## src/rtl/core/epcf_pkg.sv

```systemverilog
// Shared types, constants and the quarter-sine weight table of the crossfader.
`default_nettype none

package epcf_pkg;

    localparam int CHANNELS           = 2;
    localparam int SINE_TABLE_ENTRIES = 1024;
    localparam int SAMPLE_BITS        = 24;

    localparam int WEIGHT_BITS  = 16;
    localparam int STEP_BITS    = 17;
    localparam int POS_BITS     = 17;
    localparam int LATENCY_BITS = 16;
    localparam int IDX_BITS     = $clog2(SINE_TABLE_ENTRIES + 1);

    localparam logic [POS_BITS-1:0] ONE_Q16       = POS_BITS'(65536);
    localparam logic [STEP_BITS-1:0] STEP_RESET   = STEP_BITS'(65536);
    localparam longint unsigned HALF_PI_Q30       = 64'd1686629713;

    typedef logic signed [SAMPLE_BITS-1:0] sample_t;
    typedef logic signed [WEIGHT_BITS-1:0] weight_t;
    typedef logic [IDX_BITS-1:0] tab_idx_t;
    typedef logic [LATENCY_BITS-1:0] latency_t;

    typedef struct packed {
        logic     start_fade;
        latency_t latency_before;
        latency_t latency_after;
        sample_t  old_left;
        sample_t  old_right;
        sample_t  new_left;
        sample_t  new_right;
    } in_word_t;

    typedef struct packed {
        sample_t  mix_left;
        sample_t  mix_right;
        logic     busy_res;
        latency_t current_latency;
    } out_word_t;

    // What the progress tracker reports for the word being accepted.
    typedef struct packed {
        logic     fading;
        logic     busy;
        latency_t latency;
        tab_idx_t idx;
    } prog_info_t;

    // Flags that travel down the pipeline next to the samples.
    typedef struct packed {
        logic     fading;
        logic     busy;
        latency_t latency;
    } word_tag_t;

    typedef weight_t sine_rom_t [SINE_TABLE_ENTRIES+1];

    // Q30 Taylor series of the sine, rounded to Q15; evaluated at elaboration only.
    function automatic weight_t sine_q15(input int unsigned k);
        longint unsigned x;
        longint unsigned x2;
        longint unsigned term;
        longint          sum;
        longint          r;
        x    = (longint'(k) * HALF_PI_Q30) / SINE_TABLE_ENTRIES;
        x2   = (x * x) >> 30;
        term = x;
        sum  = longint'(x);
        // Terms up to x^15; each divisor is (2n)(2n+1) of the series.
        term = ((term * x2) >> 30) / 64'd6;
        sum  = sum - longint'(term);
        term = ((term * x2) >> 30) / 64'd20;
        sum  = sum + longint'(term);
        term = ((term * x2) >> 30) / 64'd42;
        sum  = sum - longint'(term);
        term = ((term * x2) >> 30) / 64'd72;
        sum  = sum + longint'(term);
        term = ((term * x2) >> 30) / 64'd110;
        sum  = sum - longint'(term);
        term = ((term * x2) >> 30) / 64'd156;
        sum  = sum + longint'(term);
        term = ((term * x2) >> 30) / 64'd210;
        sum  = sum - longint'(term);
        if (sum < 0)
            sum = 0;
        r = (sum + 16384) >>> 15;
        if (r > 32767)
            r = 32767;
        return WEIGHT_BITS'(r);
    endfunction

    function automatic sine_rom_t build_sine_rom();
        sine_rom_t rom;
        for (int k = 0; k <= SINE_TABLE_ENTRIES; k++)
        begin
            rom[k] = sine_q15(k);
        end
        return rom;
    endfunction

    localparam sine_rom_t SINE_ROM = build_sine_rom();

endpackage

`default_nettype wire

```

## src/rtl/core/epcf_lane.sv

```systemverilog
// One channel lane: weighted products, rounding, saturation and pass-through.
`default_nettype none

module epcf_lane
    import epcf_pkg::*;
(
    input  wire logic    clk,
    input  wire logic    mul_en,
    input  wire logic    out_en,
    input  wire logic    fading,
    input  wire weight_t cos_w,
    input  wire weight_t sin_w,
    input  wire sample_t old_sample,
    input  wire sample_t new_sample,
    output sample_t      mix
);

    localparam int PROD_BITS = SAMPLE_BITS + WEIGHT_BITS;
    localparam int SUM_BITS  = PROD_BITS + 1;
    localparam int RND_BITS  = SUM_BITS - 15;
    localparam logic signed [RND_BITS-1:0] SAT_HI =
        RND_BITS'((64'd1 << (SAMPLE_BITS - 1)) - 64'd1);
    localparam logic signed [RND_BITS-1:0] SAT_LO = ~SAT_HI;

    logic signed [PROD_BITS-1:0] prod_old_reg;
    logic signed [PROD_BITS-1:0] prod_new_reg;
    logic                        fading_reg;
    sample_t                     new_reg;

    logic signed [SUM_BITS-1:0]  sum;
    logic signed [SUM_BITS-1:0]  biased;
    logic signed [RND_BITS-1:0]  rounded;
    sample_t                     mix_next;
    sample_t                     mix_reg;

    always_ff @(posedge clk)
    begin
        if (mul_en)
        begin
            prod_old_reg <= PROD_BITS'(cos_w) * PROD_BITS'(old_sample);
            prod_new_reg <= PROD_BITS'(sin_w) * PROD_BITS'(new_sample);
            fading_reg   <= fading;
            new_reg      <= new_sample;
        end
    end

    always_comb
    begin
        sum     = SUM_BITS'(prod_old_reg) + SUM_BITS'(prod_new_reg);
        // Round to nearest with halves going up, then drop the Q15 fraction.
        biased  = sum + SUM_BITS'(16384);
        rounded = RND_BITS'(biased >>> 15);
        if (!fading_reg)
            mix_next = new_reg;
        else if (rounded > SAT_HI)
            mix_next = SAMPLE_BITS'(SAT_HI);
        else if (rounded < SAT_LO)
            mix_next = SAMPLE_BITS'(SAT_LO);
        else
            mix_next = SAMPLE_BITS'(rounded);
    end

    always_ff @(posedge clk)
    begin
        if (out_en)
        begin
            mix_reg <= mix_next;
        end
    end

    assign mix = mix_reg;

endmodule

`default_nettype wire

```

## config.mk

```make
export PLATFORM = sky130hd
export DESIGN_NAME = epcf_lane
export DESIGN_NICKNAME = d
export VERILOG_FILES = /design/src/rtl/core/epcf_pkg.sv /design/src/rtl/core/epcf_lane.sv
export SDC_FILE = /design/constraint.sdc
export NUM_CORES = 2
export LEC_CHECK = 0
export ABC_AREA = 0
export BUFFER_PORTS_ARGS = -buffer_cell sky130_fd_sc_hd__buf_2
export CAP_MARGIN = 20
export CORE_AREA = 4 4 254 256
export CTS_BUF_LIST = sky130_fd_sc_hd__clkbuf_4
export CTS_CLUSTER_SIZE = 8
export DETAILED_ROUTE_END_ITERATION = 6
export DIE_AREA = 0 0 258 260
export PLACE_DENSITY = 0.72
export SETUP_SLACK_MARGIN = 0.3
export SYNTH_ARGS = -nofsm -noshare
export SYNTH_HDL_FRONTEND = slang
export SYNTH_SLANG_ARGS = --single-unit
```

## constraint.sdc

```tcl
create_clock -name clk -period 11.5 [get_ports clk]
set_clock_uncertainty 0.05 [all_clocks]
set_input_delay 1.15 -clock clk [delete_from_list [all_inputs] [get_ports clk]]
set_output_delay 1.15 -clock clk [all_outputs]
set_load 0.01 [all_outputs]
```

; ---- After elaboration in Yosys (flattened, before gate mapping)
; Cells that the tools add are included.
[totals]
inputBits = 84
regBits = 129
elab_cells = 14
output_inout_bits = 24
[classes]
mul = 2
mux = 3
magnitude_cmp = 2
add_sub_neg = 2
[op_table]
columns = op, n
row1 = $mul 16x24->40, 2
row2 = $mux 24, 3
row3 = $add 40x40->41, 1
row4 = $add 41x16->41 const B, 1
row5 = $gt 26x24->1 const B, 1
row6 = $lt 26x24->1 const B, 1

; ---- Depth between registers and ports, before layout
[logic_depth]
depth_word = 6
depth_mapped = 26
ltp_nobuf = 25

; ---- Worst setup path before layout
; OpenSTA, ideal clock, no wires.
[synth_path]
path_kind = input -> register
startpoint = input cos_w[4]
endpoint = register prod_old_reg[39], data pin
path_slack_ns = 4.114
path_buffers = 1
arrival_ns = 7.076
stages = 20
t_required_ns = 11.190
setup_ns = 0.260
path_cell_list = clkbuf_1 -> nand2_1 -> fa_1 -> inv_1 -> fa_1 -> fa_1 -> fa_1 -> fa_1 -> fa_1 -> ha_1 -> a21o_1 -> a21o_1 -> a21o_1 -> a21o_1 -> or3_1 -> nor3_1 -> nor3_1 -> or3_1 -> a21oi_1 -> xnor2_1
[synth_via]
elab_chain_len = 1
[synth_lines]
columns = element, line
row1 = from (decl), epcf_lane.sv:11  ; input wire weight_t cos_w,
row2 = $mul 16x24->40, epcf_lane.sv:40  ; prod_old_reg <= PROD_BITS'(cos_w) * PROD_BITS'(old_sample);
row3 = to (signal assigned), epcf_lane.sv:40
row4 = to (decl), epcf_lane.sv:25  ; logic signed [PROD_BITS-1:0] prod_old_reg;
; Every way passes these cells.
; A chain may end at the register's enable or synchronous reset.

; ---- Worst setup path after layout
[layout_path]
startpoint = input cos_w[1]
endpoint = register prod_old_reg[39], data pin
; Same word-level chain as after synthesis.

==> impl_metrics.yaml <==
outcome:
  status: "finished, violations left"
  violations: "design-rule violations"
yosys:
  async_flop_share: 0
  ys_seq_area_frac: 0.114
  netlist.area_leader.share: 0.440
  yosys_warnings: 0
  synth.area.mux_share: 0.000294
  synth_edf_count: 129
  syn_avg_cell_area_um2: 9.52
  synthAdderAreaFrac: 0.540
  synth-compound-area-share: 0.0678
  syn_nets: 4684
  synth-seq-cells: 129
  synthCells: 3579
  ys_types: 66
  yosys.area.top_type: "fa_1"
  synthTopCellsByArea: "fa_1 44%, edfxtp_1 11%, ha_1 10%, inv_1 9.5%, and2_1 5.7%"
  synth-main-ff-cell: "edfxtp_1"
  synth_top_family_by_area: "adder cells"
  yosys.area_share.simple: 0.142
  synth-xor-area-share: 0.0275
  syn_area_mm2: 0.0341
worst_setup_path:
  path_cells: "buf_2 > nand2_1 > inv_1 > fa_1 > fa_1 > fa_1 > fa_1 > fa_1 > fa_1 > ha_1 > a21o_1 > a21o_1 > a21o_1 > a21o_1 > or3_1 > nor3_1 > nor3_1 > or3_1 > a21oi_1 > xnor2_1"
  worstSetupPathType: "input port to flip-flop"
  cp_slowest_cell: "fa_1"
  crit_path_max_incr_delay_ns: 0.98
  required_ns: 11.78
  crit_family: "adder cells"
  path_buf_inv: 2
  crit_fanout: 24
  end_kind: "flip-flop"
  rrSetupSlack_ns: 7.20
  cp-start-kind: "input port"
  critPathArrivalTime_ns: 7.82
  critPathMostFrequentCell: "fa_1"
clocking:
  cts_setup_buffers: 0
  cts.sinks: 129
  clock-root-buffer: "clkbuf_4"
  cts_tree: "yes"
  clock_latency_ns: 0.61
  cts_buffers: 17
  postCtsResizedCells: 0
  ctsHoldBuffers: 0
  clock_path_buffers: 2
  h-tree-depth: 4
  clkTransAtPathRegs_ns: 0.12
floorplanning:
  fp.coreArea_mm2: 0.0625
  die_w_um: 258
  initial_core_util: 0.545
  ios: 108
  die_area_mm2: 0.0671
  std_cell_rows: 92
  die_y_um: 260
routing:
  viasPerCell: 5.42
  post_drt_wl_per_cell_um: 17.3
  ant_nets: 0
  first_pass_iters: 7
  wl_um: 76800
  drcViolationCount: 8
  first_iter_violations: 1422
  num_vias: 24100
worst_hold_path:
  hp-class: "flip-flop to flip-flop"
sta:
  tns_ns: 0
  setup_viol: 0
  min_period_ns: 7.53
  relSlewSlack: 0.420
  period_share: 0.655
  hold_viol_final: 0
  rsz0062_at_grt: "no"
  tightest_slew_ns: 0.870
  slew_viol_final: 0
  fmax_mhz: 133
layout:
  final_nets: 4689
  area_growth_pct: 4.34
  final_core_util: 0.569
  layout-drive-gt1-share: 0.0500
  final_cell_mix: "861 x inv_1, 748 x fa_1, 458 x nand2_1"
  layout_commonest_cell: "inv_1"
  fill_cells: 5482
  final_area_mm2: 0.0355
place:
  placed_area_mm2: 0.0352
  port_buffers: 107
  dp_hpwl_um: 62300
  place.gp.congestion: 0.881
global_routing:
  antenna_found_initial: 1
  grt_usage: 0.240
  grt_overflow: 0
  grt_max_degree: 65
  grt_pass1_wl_um: 128000
  grt_pass1_vias: 25700
run:
  drv_cap: 0
[kinds of logic (layout without fill, tap and decap cells)]
group | after synthesis | count (layout)
buf+inv | 987 | 1005
fa+ha+maj | 1021 | 1021
mux | 1 | 1
other cells | 0 | 2
flops | 129 | 129
xor+xnor | 107 | 107
simple gates | 1012 | 1012
compound gates | 322 | 322
[layout make-up]
type / instances / area, um2 / share of cell area
well taps: 846 / 1060 / 0.0298
diodes: 2 / 5.00 / 0.000141
inverters: 862 / 3240 / 0.0910
clock inverters: 15 / 184 / 0.00517
repair buffers: 111 / 588 / 0.0165
flip-flops and latches: 129 / 3870 / 0.109
multi-input cells: 2463 / 26500 / 0.745
clock buffers: 17 / 128 / 0.00359
[synthesized netlist by cell type, types with 3 or more instances]
cell type and number:
a2111oi_0 5, a211o_1 7, a211oi_1 10, a21boi_0 3, a21o_1 48, a21oi_1 100
a311oi_1 3, a311oi_2 18, a31o_2 3, a31oi_1 11, and2_1 312, and3_1 5
buf_2 3, clkbuf_1 119, edfxtp_1 129, fa_1 748, ha_1 273, inv_1 861
nand2_1 458, nand2b_1 26, nand3_1 25, nand4_1 11, nor2_1 128, nor2b_1 8
nor3_1 21, nor4_1 3, o211ai_1 7, o21a_1 17, o21ai_0 44, o21ai_1 5
o21bai_1 10, o31ai_1 4, or2_2 3, or3_1 5, xnor2_1 74, xor2_1 33
[worst min-delay path: cells and delay by family, from the launching register on]
| family | cells | cell delay, ns |
|---|---|---|
| AND/OR/NAND/NOR | 1 | 0.09 |
| flip-flops | 1 | 0.38 |
| AO/OA/AOI/OAI | 1 | 0.05 |
[through the flow]
| stage | setup WS (ns) | std cells | hold slack, ns |
|---|---|---|---|
| 2_1_floorplan | 4.11 | 3579 | 0.490 |
| 3_3_place_gp | 3.57 | 4410 | 0.592 |
| 3_5_place_dp | 3.36 | 4410 | 0.606 |
| 4_1_cts | 4.02 | 4442 | 0.621 |
| 5_1_grt | 3.67 | 4444 | 0.632 |
| 6_report | 3.97 | 4445 | 0.619 |
[layer usage]
metal | up-vias | wire length (um) | global-route usage
li1 | 10800 | - | -
met1 | 12400 | 29800 | 0.307
met2 | 709 | 39200 | 0.415
met3 | 196 | 4030 | 0.0249
met4 | 0 | 3690 | 0.107
met5 | - | 0 | 0
[worst paths after layout]
path	startpoint	to	cells past startpoint
min	new_reg[0]	mix[0]	2
min reg2reg	new_reg[0]	mix[0]	2
max	cos_w[1]	prod_old_reg[39]	20
max reg2reg	prod_old_reg[26]	mix[12]	11
Power is left out: the tool's default activity adds up to more than one toggle a clock period on the data nets, which glitch-free logic cannot reach.
