--- config.mk ---
export PLATFORM = sky130hd
export DESIGN_NAME = epcf_progress
export DESIGN_NICKNAME = d
export VERILOG_FILES = /design/src/rtl/core/epcf_pkg.sv /design/src/rtl/core/epcf_progress.sv
export SDC_FILE = /design/constraint.sdc
export NUM_CORES = 1
export LEC_CHECK = 0
export BUFFER_PORTS_ARGS = -buffer_cell sky130_fd_sc_hd__buf_2
export CORE_UTILIZATION = 56
export CTS_BUF_LIST = sky130_fd_sc_hd__clkbuf_8
export DETAILED_ROUTE_END_ITERATION = 8
export HOLD_SLACK_MARGIN = 0.02
export PLACE_DENSITY = 0.87
export SYNTH_ARGS = -nofsm -noshare
export SYNTH_HDL_FRONTEND = slang
export SYNTH_SLANG_ARGS = --single-unit
--- constraint.sdc ---
create_clock -name clk -period 4.7 [get_ports clk]
set_input_delay 0.47 -clock clk [delete_from_list [all_inputs] [get_ports clk]]
set_output_delay 0.47 -clock clk [all_outputs]
set_load 0.01 [all_outputs]
--- src/rtl/core/epcf_pkg.sv ---
// Shared types, constants and the quarter-sine weight table of the crossfader.
`default_nettype none

package epcf_pkg;

    localparam int CHANNELS           = 2;
    localparam int SINE_TABLE_ENTRIES = 1024;
    localparam int SAMPLE_BITS        = 24;

    localparam int WEIGHT_BITS  = 16;
    localparam int STEP_BITS    = 17;
    localparam int POS_BITS     = 17;
    localparam int LATENCY_BITS = 16;
    localparam int IDX_BITS     = $clog2(SINE_TABLE_ENTRIES + 1);

    localparam logic [POS_BITS-1:0] ONE_Q16       = POS_BITS'(65536);
    localparam logic [STEP_BITS-1:0] STEP_RESET   = STEP_BITS'(65536);
    localparam longint unsigned HALF_PI_Q30       = 64'd1686629713;

    typedef logic signed [SAMPLE_BITS-1:0] sample_t;
    typedef logic signed [WEIGHT_BITS-1:0] weight_t;
    typedef logic [IDX_BITS-1:0] tab_idx_t;
    typedef logic [LATENCY_BITS-1:0] latency_t;

    typedef struct packed {
        logic     start_fade;
        latency_t latency_before;
        latency_t latency_after;
        sample_t  old_left;
        sample_t  old_right;
        sample_t  new_left;
        sample_t  new_right;
    } in_word_t;

    typedef struct packed {
        sample_t  mix_left;
        sample_t  mix_right;
        logic     busy_res;
        latency_t current_latency;
    } out_word_t;

    // What the progress tracker reports for the word being accepted.
    typedef struct packed {
        logic     fading;
        logic     busy;
        latency_t latency;
        tab_idx_t idx;
    } prog_info_t;

    // Flags that travel down the pipeline next to the samples.
    typedef struct packed {
        logic     fading;
        logic     busy;
        latency_t latency;
    } word_tag_t;

    typedef weight_t sine_rom_t [SINE_TABLE_ENTRIES+1];

    // Q30 Taylor series of the sine, rounded to Q15; evaluated at elaboration only.
    function automatic weight_t sine_q15(input int unsigned k);
        longint unsigned x;
        longint unsigned x2;
        longint unsigned term;
        longint          sum;
        longint          r;
        x    = (longint'(k) * HALF_PI_Q30) / SINE_TABLE_ENTRIES;
        x2   = (x * x) >> 30;
        term = x;
        sum  = longint'(x);
        // Terms up to x^15; each divisor is (2n)(2n+1) of the series.
        term = ((term * x2) >> 30) / 64'd6;
        sum  = sum - longint'(term);
        term = ((term * x2) >> 30) / 64'd20;
        sum  = sum + longint'(term);
        term = ((term * x2) >> 30) / 64'd42;
        sum  = sum - longint'(term);
        term = ((term * x2) >> 30) / 64'd72;
        sum  = sum + longint'(term);
        term = ((term * x2) >> 30) / 64'd110;
        sum  = sum - longint'(term);
        term = ((term * x2) >> 30) / 64'd156;
        sum  = sum + longint'(term);
        term = ((term * x2) >> 30) / 64'd210;
        sum  = sum - longint'(term);
        if (sum < 0)
            sum = 0;
        r = (sum + 16384) >>> 15;
        if (r > 32767)
            r = 32767;
        return WEIGHT_BITS'(r);
    endfunction

    function automatic sine_rom_t build_sine_rom();
        sine_rom_t rom;
        for (int k = 0; k <= SINE_TABLE_ENTRIES; k++)
        begin
            rom[k] = sine_q15(k);
        end
        return rom;
    endfunction

    localparam sine_rom_t SINE_ROM = build_sine_rom();

endpackage

`default_nettype wire

--- src/rtl/core/epcf_progress.sv ---
// Fade progress accumulator, transition start logic and the fade step register.
`default_nettype none

module epcf_progress
    import epcf_pkg::*;
(
    input  wire logic                 clk,
    input  wire logic                 rst_n,
    input  wire logic                 cfg_wr_en,
    input  wire logic [STEP_BITS-1:0] cfg_wr_data,
    input  wire logic                 accept,
    input  wire logic                 start_fade,
    input  wire latency_t             latency_before,
    input  wire latency_t             latency_after,
    output prog_info_t                info
);

    localparam int MUL_BITS = POS_BITS + IDX_BITS + 1;

    logic [STEP_BITS-1:0] fade_step_reg;
    logic [POS_BITS-1:0]  pos_reg, pos_next;
    logic                 fading_reg, fading_next;
    latency_t             target_reg, target_next;

    logic [POS_BITS-1:0]  pos_eff;
    logic                 fading_eff;
    logic [POS_BITS-1:0]  pos_clip;
    logic [MUL_BITS-1:0]  idx_prod;
    logic [MUL_BITS-1:0]  idx_full;
    logic [STEP_BITS-1:0] step_eff;
    logic [POS_BITS:0]    pos_sum;

    always_ff @(posedge clk or negedge rst_n)
    begin
        if (!rst_n)
        begin
            fade_step_reg <= STEP_RESET;
        end
        else if (cfg_wr_en)
        begin
            fade_step_reg <= cfg_wr_data;
        end
    end

    always_comb
    begin
        // A start restarts the progress before this word is blended.
        pos_eff     = start_fade ? '0 : pos_reg;
        fading_eff  = start_fade ? (latency_before != latency_after) : fading_reg;
        target_next = start_fade ? latency_after : target_reg;

        pos_clip = (pos_eff > ONE_Q16) ? ONE_Q16 : pos_eff;
        idx_prod = MUL_BITS'(pos_clip) * MUL_BITS'(SINE_TABLE_ENTRIES)
                   + MUL_BITS'(32768);
        idx_full = idx_prod >> 16;

        step_eff = (fade_step_reg == '0) ? STEP_BITS'(1) : fade_step_reg;
        pos_sum  = (POS_BITS+1)'(pos_eff) + (POS_BITS+1)'(step_eff);

        pos_next    = pos_eff;
        fading_next = fading_eff;
        if (fading_eff)
        begin
            if (pos_sum >= (POS_BITS+1)'(ONE_Q16))
            begin
                pos_next    = ONE_Q16;
                fading_next = 1'b0;
            end
            else
            begin
                pos_next = POS_BITS'(pos_sum);
            end
        end

        info.fading  = fading_eff;
        info.busy    = fading_next;
        info.latency = target_next;
        info.idx     = (idx_full > MUL_BITS'(SINE_TABLE_ENTRIES))
                       ? IDX_BITS'(SINE_TABLE_ENTRIES) : IDX_BITS'(idx_full);
    end

    always_ff @(posedge clk or negedge rst_n)
    begin
        if (!rst_n)
        begin
            pos_reg    <= '0;
            fading_reg <= 1'b0;
            target_reg <= '0;
        end
        else if (accept)
        begin
            pos_reg    <= pos_next;
            fading_reg <= fading_next;
            target_reg <= target_next;
        end
    end

`ifndef SYNTHESIS
    a_fading_below_one: assert property (@(posedge clk) disable iff (!rst_n)
        fading_reg |-> (pos_reg < ONE_Q16))
        else $error("fade still active with progress at one");

    a_idx_in_table: assert property (@(posedge clk) disable iff (!rst_n)
        info.idx <= IDX_BITS'(SINE_TABLE_ENTRIES))
        else $error("weight index beyond the table");
`endif

endmodule

`default_nettype wire

# Word level (Yosys, flattened, before mapping)
# Index checks and enable logic that the tools add are counted.
# op_classes
n_addsub	2
order_cmp	3
n_eq_ne	1
mux	10
reduce_logical	1
# ops
cell	count
$mux 17	5
$add 27x16->28 const B	1
$add 17x17->18	1
$ge 18x17->1 const B	1
$gt 17x17->1 const B	1
$logic_not 17->1	1
$mux 16	1
$ne 16x16->1	1
$gt 12x11->1 const B	1
$mux 11	1
$mux 1	3
# word_totals
reg_bits	51
out_inout_bits	29
elab_cells	21

# Depth between registers and ports, before layout
# Gate-level depths: netlist of the first run.
# logic_depth
depth_word	6
mapped_depth	16
mapped_depth_nobuf	14

# Worst setup path after synthesis of the first run
# No wires, ideal clock.
# synth_timing
path_type	input port to output port
startpoint	input start_fade
endpoint	output info[27] in the netlist's numbering
t_arrival_ps	3252
t_required_ps	4230
path_slack_ps	978
cell_stages	14
path_buffers	4
path_cell_list	clkbuf_1 -> clkbuf_1 -> clkbuf_1 -> nand2b_1 -> inv_1 -> ha_1 -> a21oi_1 -> nand4b_1 -> a21boi_2 -> a221oi_4 -> o21ai_1 -> mux2_4 -> nor3_1 -> buf_4
# synth_between
elab_chain_cells	5
word_cells_on_any_way	6
classes_between	add/sub (1); order compare (1); mux (4)
# synth_lines
item	line_no	text
start: declaration	epcf_progress.sv:12	input wire logic start_fade,
$mux 17	epcf_progress.sv:48	pos_eff = start_fade ? '0 : pos_reg;
$add 17x17->18	epcf_progress.sv:58	pos_sum = (POS_BITS+1)'(pos_eff) + (POS_BITS+1)'(step_eff);
$ge 18x17->1	epcf_progress.sv:64	if (pos_sum >= (POS_BITS+1)'(ONE_Q16))
$mux 1	epcf_progress.sv:64	
$mux 1 (*)	epcf_progress.sv:62	if (fading_eff)
end: declaration	epcf_progress.sv:15	output prog_info_t info
# Every way passes the cells marked *; elsewhere a longest branch is shown, timed or not.

==> impl_metrics.json, run 1 <==
{
  "async_flop_share": 1.00,
  "ir_drop_v": 0.000262,
  "io_buffers": 82,
  "p_clk_frac": 0.150,
  "crit_cells": 13,
  "hold_viol": 0,
  "antenna_found_initial": 0,
  "grt_util_all_layers": 0.251,
  "h-tree-depth": 2,
  "worst_pin_slew_ns": 1.09,
  "cts_buffer_depth": 2,
  "io_pins": 83,
  "finalSetupViolCount": 0,
  "cp_top_family": "simple AND/OR/NAND/NOR gates",
  "r2r_end": "pos_reg[4]",
  "max_stage_delay_ns": 0.53,
  "hpwl_um": 6310,
  "grt-ovfl-total": 0,
  "skew_ns": 0.0105,
  "synth_seq_cells": 51,
  "layout_common_cells": "buf_2, nor2_1, dfrtp_1",
  "slew_violations": 0,
  "cts_setup_buffers": 0,
  "p_int_mw": 1.01,
  "syn_area_um2": 3620,
  "rr_startpoint": "fade_step_reg[1]",
  "ctsHoldBuffers": 0,
  "p_switching_mw": 0.670,
  "cp_slowest_cell": "or4_1",
  "fin_tns_setup_ns": 0,
  "core_region_area_um2": 6060,
  "reg2reg_setup_slack_ns": 0.58,
  "die_w_um": 82.4,
  "cts_sinks": 51,
  "yosysTopAreaCell": "dfrtp_1",
  "synthCells": 395,
  "final_common_cell": "buf_2",
  "insertion_delay_ns": 0.31,
  "wl_um": 8070,
  "cp_num_buf_inv": 2,
  "path_max_fanout": 4,
  "antenna_cells": 0,
  "cts.clk_slew.worst_paths_ns": 0.09,
  "yosys.area.top_type_share": 0.346,
  "fin_util": 0.673,
  "ff2ff_path_depth": 13,
  "cts_resized": 0,
  "maxCapViolCount": 0,
  "holdWs_ns": 0.356,
  "place.gp.congestion": 0.870,
  "post-route-min-period_ns": 4.46,
  "dpl.cell_count": 520,
  "layout-drive-gt1-share": 0.289,
  "synth_ff_type": "dfrtp_1",
  "pwr-share-comb": 0.464,
  "grt_first_pass_wirelength_um": 12800,
  "synth-edff-count": 0,
  "grt_pass1_vias": 2879,
  "status": "finished clean",
  "cts_tree": "done",
  "ant_nets": 0,
  "p_leak_nw": 1.94,
  "end_kind": "output port",
  "initial_core_util": 0.597,
  "fillers": 486,
  "yosysSeqAreaShare": 0.353,
  "die-area_um2": 6790,
  "final-instance-count-excl-fill": 528,
  "yosysWarningCount": 0,
  "startpoint": "fade_step_reg[1]",
  "layout.nets": 525,
  "crit_chain": "or4_1, o31ai_1, ha_1, inv_1, fa_1, nor2b_1, o31ai_2, a21oi_2, a31oi_2, o21ai_1, mux2_4, nor3_1, buf_2",
  "rows": 28,
  "vias": 3029,
  "hp-class": "input port to async pin",
  "layout_setup_ws_ns": 0.239,
  "numCtsBuffers": 5,
  "drt_first_pass_iters": 4,
  "die_y_um": 82.4,
  "crit_required_ns": 4.23,
  "wl_per_cell_um": 15.3,
  "grt_max_degree": 52,
  "avgSynthCellArea_um2": 9.16,
  "grt_setup_unrepaired": "false",
  "syn-num-nets": 468,
  "fmax_mhz": 224,
  "p_per_area_nw_per_um2": 412,
  "cp-start-kind": "flop",
  "ys_top_cells_by_area": "dfrtp_1, mux2_2, nor2_1, ha_1, xnor2_1",
  "cp.arrival_ns": 3.99,
  "syn2layout_area_growth_pct": 12.7,
  "pre_cts_ws_ns": 0.621,
  "synth_cell_types": 53,
  "swShare": 0.399,
  "worstSetupPathType": "flop to output port",
  "drt_iter0_drc": 225,
  "min_period_over_period": 0.949,
  "relSlewSlack": 0.274,
  "drc": 0,
  "vias_per_cell": 5.74,
  "crit_path_end": "info[27]",
  "clockRootBuffer": "clkbuf_8",
  "power_frac_seq": 0.385
}
-- kinds of logic (layout without fill, tap and decap cells) --
kind of cell | count (synthesis) | in the layout | synth area share
buffers and inverters | 46 | 104 | 0.0518
adders and majority gates | 19 | 19 | 0.0678
and+or+nand+nor | 142 | 142 | 0.194
DFF | 51 | 51 | 0.353
AOI/OAI and AO/OA | 67 | 67 | 0.141
xor gates and xnor gates | 38 | 38 | 0.0919
muxes | 32 | 32 | 0.101
-- synth_stat cells, types with 2 or more instances --
| cell | instances |
|---|---|
| o21ai_1 | 4 |
| mux2_2 | 31 |
| xor2_1 | 18 |
| a21oi_2 | 2 |
| a21oi_1 | 9 |
| a21o_1 | 7 |
| nor2_1 | 68 |
| buf_1 | 2 |
| nand2_1 | 11 |
| nor4_1 | 9 |
| nor2b_1 | 15 |
| nand2b_1 | 9 |
| dfrtp_1 | 50 |
| xnor2_1 | 20 |
| nand4_1 | 4 |
| a22o_1 | 14 |
| nor3_1 | 6 |
| inv_1 | 13 |
| or3_1 | 3 |
| nand3_1 | 7 |
| a211oi_1 | 2 |
| a32o_1 | 2 |
| o21a_1 | 2 |
| ha_1 | 18 |
| buf_4 | 2 |
| clkbuf_1 | 27 |
| and3_1 | 4 |
| o31ai_1 | 3 |
| o21ai_0 | 9 |
-- power groups by stage --
stage,Combinational [mW],Sequential [mW],Clock (mW)
after floorplan,0.615,0.610,0
after global placement,0.743,0.646,0
after detailed placement,0.771,0.654,0
after CTS,0.778,0.645,0.255
after global routing,0.856,0.660,0.278
final,0.781,0.648,0.253
-- metrics by stage --
stage	total power [mW]	area [um2]
5_1_grt	1.79	4080
3_3_place_gp	1.39	3990
2_1_floorplan	1.22	3620
4_1_cts	1.68	4080
3_5_place_dp	1.43	3990
6_report	1.68	4080
-- final cells by class --
class                      instances  area (um2)  area share
tap                               75        93.8      0.0230
clock buffer                       5        68.8      0.0169
inverter                          14        52.6      0.0129
clock inverter                     3        20.0     0.00491
sequential                        51        1280       0.313
timing repair buffer              82         410       0.101
multi-input combinational        298        2150       0.528
-- worst min path at each step --
stage | slack (ns) | to | depth (start not counted) | from
global route | 0.38 | fade_step_reg[13] | 2 | cfg_wr_data[13]
global placement | 0.47 | pos_reg[16] | 1 | pos_reg[16]
CTS | 0.37 | fade_step_reg[0] | 3 | cfg_wr_data[0]
finish | 0.36 | target_reg[0] | 1 | rst_n
detailed placement | 0.48 | pos_reg[16] | 1 | pos_reg[16]
floorplan | 0.17 | fade_step_reg[0] | 0 | rst_n
-- layer usage --
layer	up-vias	routed length, um	global-route usage
met5	-	0	0
met4	0	48	0.0596
met3	6	487	0.0374
met2	104	4080	0.476
met1	1431	3450	0.295
li1	1488	-	-
Power figures use the tool's default switching activity.
==> run 2, diff against run 1 <==
--- a/config.mk
+++ b/config.mk
@@ -10,7 +10,7 @@
 export CTS_BUF_LIST = sky130_fd_sc_hd__clkbuf_8
 export DETAILED_ROUTE_END_ITERATION = 8
 export HOLD_SLACK_MARGIN = 0.02
-export PLACE_DENSITY = 0.87
+export PLACE_DENSITY = 0.82
 export SYNTH_ARGS = -nofsm -noshare
 export SYNTH_HDL_FRONTEND = slang
 export SYNTH_SLANG_ARGS = --single-unit
==> constraint.sdc (replaced) <==
create_clock -name clk -period 4.85 [get_ports clk]
set_input_delay 0.485 -clock clk [delete_from_list [all_inputs] [get_ports clk]]
set_output_delay 0.485 -clock clk [all_outputs]
set_load 0.01 [all_outputs]
==> run 2 against run 1 <==
Against the previous run: register-to-register slack better by 0.23 ns; critical path depth is the same; global-route usage grew 1.1 points; total power decreased by 2.5%; core utilization up 0.17 points; non-clock buffer count did not move; clock skew decreased by 0.0023 ns; worst hold slack improved by 0.021 ns; largest cell class unchanged.
==> impl_metrics.json, run 2 (synthesis results as in run 1) <==
{
  "status": "finished clean",
  "min_period_over_period": 0.904,
  "drt_first_pass_iters": 4,
  "grt_setup_unrepaired": "false",
  "layout.nets": 525,
  "die-area_um2": 6790,
  "ir_drop_v": 0.000219,
  "drc": 0,
  "wl_um": 8030,
  "cts_sinks": 51,
  "post-route-min-period_ns": 4.39,
  "insertion_delay_ns": 0.31,
  "path_max_fanout": 4,
  "cp_num_buf_inv": 2,
  "layout-drive-gt1-share": 0.289,
  "syn2layout_area_growth_pct": 12.9,
  "layout_common_cells": "buf_2, nor2_1, dfrtp_1",
  "grt_max_degree": 52,
  "hpwl_um": 6240,
  "io_buffers": 82,
  "ant_nets": 0,
  "antenna_cells": 0,
  "clockRootBuffer": "clkbuf_8",
  "cts_tree": "done",
  "place.gp.congestion": 0.836,
  "grt_first_pass_wirelength_um": 13500,
  "numCtsBuffers": 5,
  "worst_pin_slew_ns": 1.10,
  "p_per_area_nw_per_um2": 401,
  "cp-start-kind": "flop",
  "cp_top_family": "simple AND/OR/NAND/NOR gates",
  "fin_tns_setup_ns": 0,
  "worstSetupPathType": "flop to output port",
  "hold_viol": 0,
  "vias": 3007,
  "die_w_um": 82.4,
  "core_region_area_um2": 6060,
  "relSlewSlack": 0.265,
  "dpl.cell_count": 520,
  "antenna_found_initial": 0,
  "ctsHoldBuffers": 0,
  "maxCapViolCount": 0,
  "rows": 28,
  "drt_iter0_drc": 175,
  "die_y_um": 82.4,
  "vias_per_cell": 5.70,
  "layout_setup_ws_ns": 0.463,
  "pre_cts_ws_ns": 0.781,
  "max_stage_delay_ns": 0.52,
  "fillers": 520,
  "wl_per_cell_um": 15.2,
  "end_kind": "output port",
  "hp-class": "input port to async pin",
  "io_pins": 83,
  "cp_slowest_cell": "or4_1",
  "skew_ns": 0.00820,
  "crit_required_ns": 4.37,
  "slew_violations": 0,
  "reg2reg_setup_slack_ns": 0.81,
  "crit_chain": "or4_1, o31ai_1, ha_1, inv_1, fa_1, nor2b_1, o31ai_2, a21oi_2, a31oi_2, o21ai_1, mux2_4, nor3_1, buf_2",
  "finalSetupViolCount": 0,
  "grt_pass1_vias": 2859,
  "cts_buffer_depth": 2,
  "cp.arrival_ns": 3.90,
  "final-instance-count-excl-fill": 528,
  "cts_resized": 0,
  "grt_util_all_layers": 0.262,
  "initial_core_util": 0.597,
  "grt-ovfl-total": 0,
  "final_common_cell": "buf_2",
  "h-tree-depth": 2,
  "cts.clk_slew.worst_paths_ns": 0.09,
  "fmax_mhz": 228,
  "p_leak_nw": 1.95,
  "total_power_mw": 1.64,
  "cts_setup_buffers": 0
}
[run 2: per-layer routing]
metal	wire [um]	vias to the layer above	GRT usage	part of all wire
li1	-	1489	-	-
met1	3720	1412	0.339	0.46
met2	3740	93	0.452	0.47
met3	446	13	0.0396	0.056
met4	130	0	0.0737	0.016
met5	0	-	0	0
[run 2: report_power, final]
group          total (mW)  switching, mW  leakage (nW)  internal [mW]
logic               0.753          0.398          1.29          0.354
clock network       0.261          0.144        0.0474          0.117
registers           0.626          0.102         0.609          0.525
[run 2: stage by stage]
stage | instance area [um2] | utilization | hold slack (ns)
CTS | 4090 | 0.674 | 0.378
global route | 4090 | 0.674 | 0.385
detailed placement | 3990 | 0.658 | 0.475
finish | 4090 | 0.674 | 0.377
floorplan | 3620 | - | 0.189
global placement | 3990 | 0.658 | 0.476
[run 2: path summary, 6_finish.rpt]
kind                                  startpoint               end  cells past startpoint
min in group clk                  cfg_wr_data[0]  fade_step_reg[0]                      3
worst min register to register       pos_reg[16]       pos_reg[16]                      1
worst max register to register  fade_step_reg[1]        pos_reg[4]                     13
worst min-delay path                       rst_n    target_reg[12]                      1
max in group asynchronous                  rst_n       pos_reg[13]                      1
worst max-delay path            fade_step_reg[1]          info[27]                     13
[run 2: cell type report]
type,count,area (um2),share of cell area
clock inverter,2,16.3,0.00398
tap,75,93.8,0.0230
multi-input combinational,298,2150,0.527
timing repair buffer,82,410,0.100
sequential,51,1280,0.313
clock buffer,6,82.6,0.0202
inverter,14,52.6,0.0129
==> run 3, diff against run 2 <==
--- a/config.mk
+++ b/config.mk
@@ -6,11 +6,11 @@
 export NUM_CORES = 1
 export LEC_CHECK = 0
 export BUFFER_PORTS_ARGS = -buffer_cell sky130_fd_sc_hd__buf_2
-export CORE_UTILIZATION = 56
+export CAP_MARGIN = 20
+export CORE_UTILIZATION = 35
 export CTS_BUF_LIST = sky130_fd_sc_hd__clkbuf_8
 export DETAILED_ROUTE_END_ITERATION = 8
 export HOLD_SLACK_MARGIN = 0.02
-export PLACE_DENSITY = 0.82
 export SYNTH_ARGS = -nofsm -noshare
 export SYNTH_HDL_FRONTEND = slang
 export SYNTH_SLANG_ARGS = --single-unit
==> run 3 against run 2 <==
Against the previous run: first-iteration DRC count down 19%; total power grew 2.7%; critical path depth unchanged; critical path type unchanged; largest power group unchanged; sequential share of layout area decreased by 0.83 points.
==> impl_metrics.json, run 3 (synthesis results as in run 1) <==
{
  "core_region_area_um2": 9910,
  "io_buffers": 82,
  "ant_nets": 0,
  "vias_per_cell": 4.95,
  "layout_common_cells": "buf_2, nor2_1, dfrtp_1",
  "max_stage_delay_ns": 0.52,
  "die_w_um": 104,
  "cts_tree": "done",
  "hp-class": "input port to async pin",
  "final_common_cell": "buf_2",
  "p_per_area_nw_per_um2": 401,
  "cp.arrival_ns": 3.85,
  "status": "finished clean",
  "end_kind": "output port",
  "r2r_end": "pos_reg[13]",
  "maxCapViolCount": 0,
  "reg2reg_setup_slack_ns": 1.11,
  "min_period_over_period": 0.893,
  "grt_pass1_vias": 2881,
  "clockRootBuffer": "clkbuf_8",
  "ff2ff_path_depth": 14,
  "io_pins": 83,
  "cts_sinks": 51,
  "place.gp.congestion": 0.829,
  "worst_pin_slew_ns": 0.874,
  "drc": 0,
  "grt_setup_unrepaired": "false",
  "holdWs_ns": 0.287,
  "grt_first_pass_wirelength_um": 14300,
  "insertion_delay_ns": 0.31,
  "layout.nets": 528,
  "rr_startpoint": "fade_step_reg[1]",
  "fmax_mhz": 231,
  "worstSetupPathType": "flop to output port",
  "grt_max_degree": 52,
  "numCtsBuffers": 5,
  "syn2layout_area_growth_pct": 16.0,
  "hpwl_um": 6620,
  "rows": 36,
  "drt_iter0_drc": 141,
  "hold_viol": 0,
  "crit_chain": "or4_1, o31ai_1, ha_1, inv_1, fa_1, nor2b_1, o31ai_2, a21oi_2, a31oi_2, o21ai_1, mux2_4, nor3_1, buf_2",
  "layout-drive-gt1-share": 0.294,
  "die-area_um2": 10800,
  "wl_um": 8480,
  "path_max_fanout": 4,
  "fin_tns_setup_ns": 0,
  "initial_core_util": 0.365,
  "total_power_mw": 1.68,
  "ctsHoldBuffers": 0,
  "antenna_found_initial": 0,
  "vias": 2914,
  "cts.clk_slew.worst_paths_ns": 0.09,
  "h-tree-depth": 2,
  "grt_util_all_layers": 0.162,
  "antenna_cells": 0,
  "drt_first_pass_iters": 4,
  "skew_ns": 0.00827,
  "cts_setup_buffers": 0,
  "wl_per_cell_um": 14.4,
  "cp_slowest_cell": "or4_1",
  "grt-ovfl-total": 0,
  "cts_resized": 0,
  "finalSetupViolCount": 0,
  "slew_violations": 0,
  "die_y_um": 104,
  "ir_drop_v": 0.000184,
  "fin_util": 0.424,
  "cp-start-kind": "flop",
  "post-route-min-period_ns": 4.33,
  "p_leak_nw": 1.97,
  "relSlewSlack": 0.410,
  "crit_required_ns": 4.37,
  "cts_buffer_depth": 2
}
==> run 3: per-layer routing <==
| metal | up-vias | wire length (um) | GRT usage |
|---|---|---|---|
| li1 | 1482 | - | - |
| met1 | 1359 | 4360 | 0.232 |
| met2 | 63 | 3690 | 0.253 |
| met4 | 0 | 114 | 0.0439 |
| met5 | - | 0 | 0 |
| met3 | 10 | 317 | 0.0277 |
==> run 3: critical path, delay by kind of cell, from the launching register on <==
kind                       cells  cell delay (ns)
and+or+nand+nor                3             0.95
buffers and inverters          2             0.24
muxes                          1             0.35
adders and majority gates      2             0.60
DFF                            1             0.40
AOI/OAI and AO/OA              5             1.00
==> run 3: layout make-up <==
class                      count  area (um2)
clock buffer                   5        68.8
clock inverter                 3        46.3
fill                        1023        5710
inverter                      14        52.6
multi-input combinational    298        2150
sequential                    51        1280
tap                          133         166
timing repair buffer          85         433
==> run 3: worst max path at each step <==
stage | startpoint | end | slack [ns]
2_1_floorplan | start_fade | info[27] | 1.10
3_3_place_gp | start_fade | info[3] | 0.80
3_5_place_dp | start_fade | info[3] | 0.83
4_1_cts | fade_step_reg[1] | info[27] | 0.52
5_1_grt | fade_step_reg[1] | info[27] | 0.24
6_report | fade_step_reg[1] | info[27] | 0.52
==> run 3: power breakdown <==
part	switching [mW]	leakage (nW)	internal (mW)
registers	0.102	0.609	0.525
logic	0.396	1.31	0.358
clock network	0.148	0.0548	0.156
total	0.646	1.97	1.04
==> run 3: metrics by stage <==
stage / cell area, um2 / worst slack (ns) / std cells
after global placement: 4080 / 0.797 / 580
final: 4200 / 0.518 / 589
after detailed placement: 4080 / 0.827 / 580
after CTS: 4190 / 0.518 / 588
after floorplan: 3620 / 1.10 / 395
after global routing: 4200 / 0.240 / 589
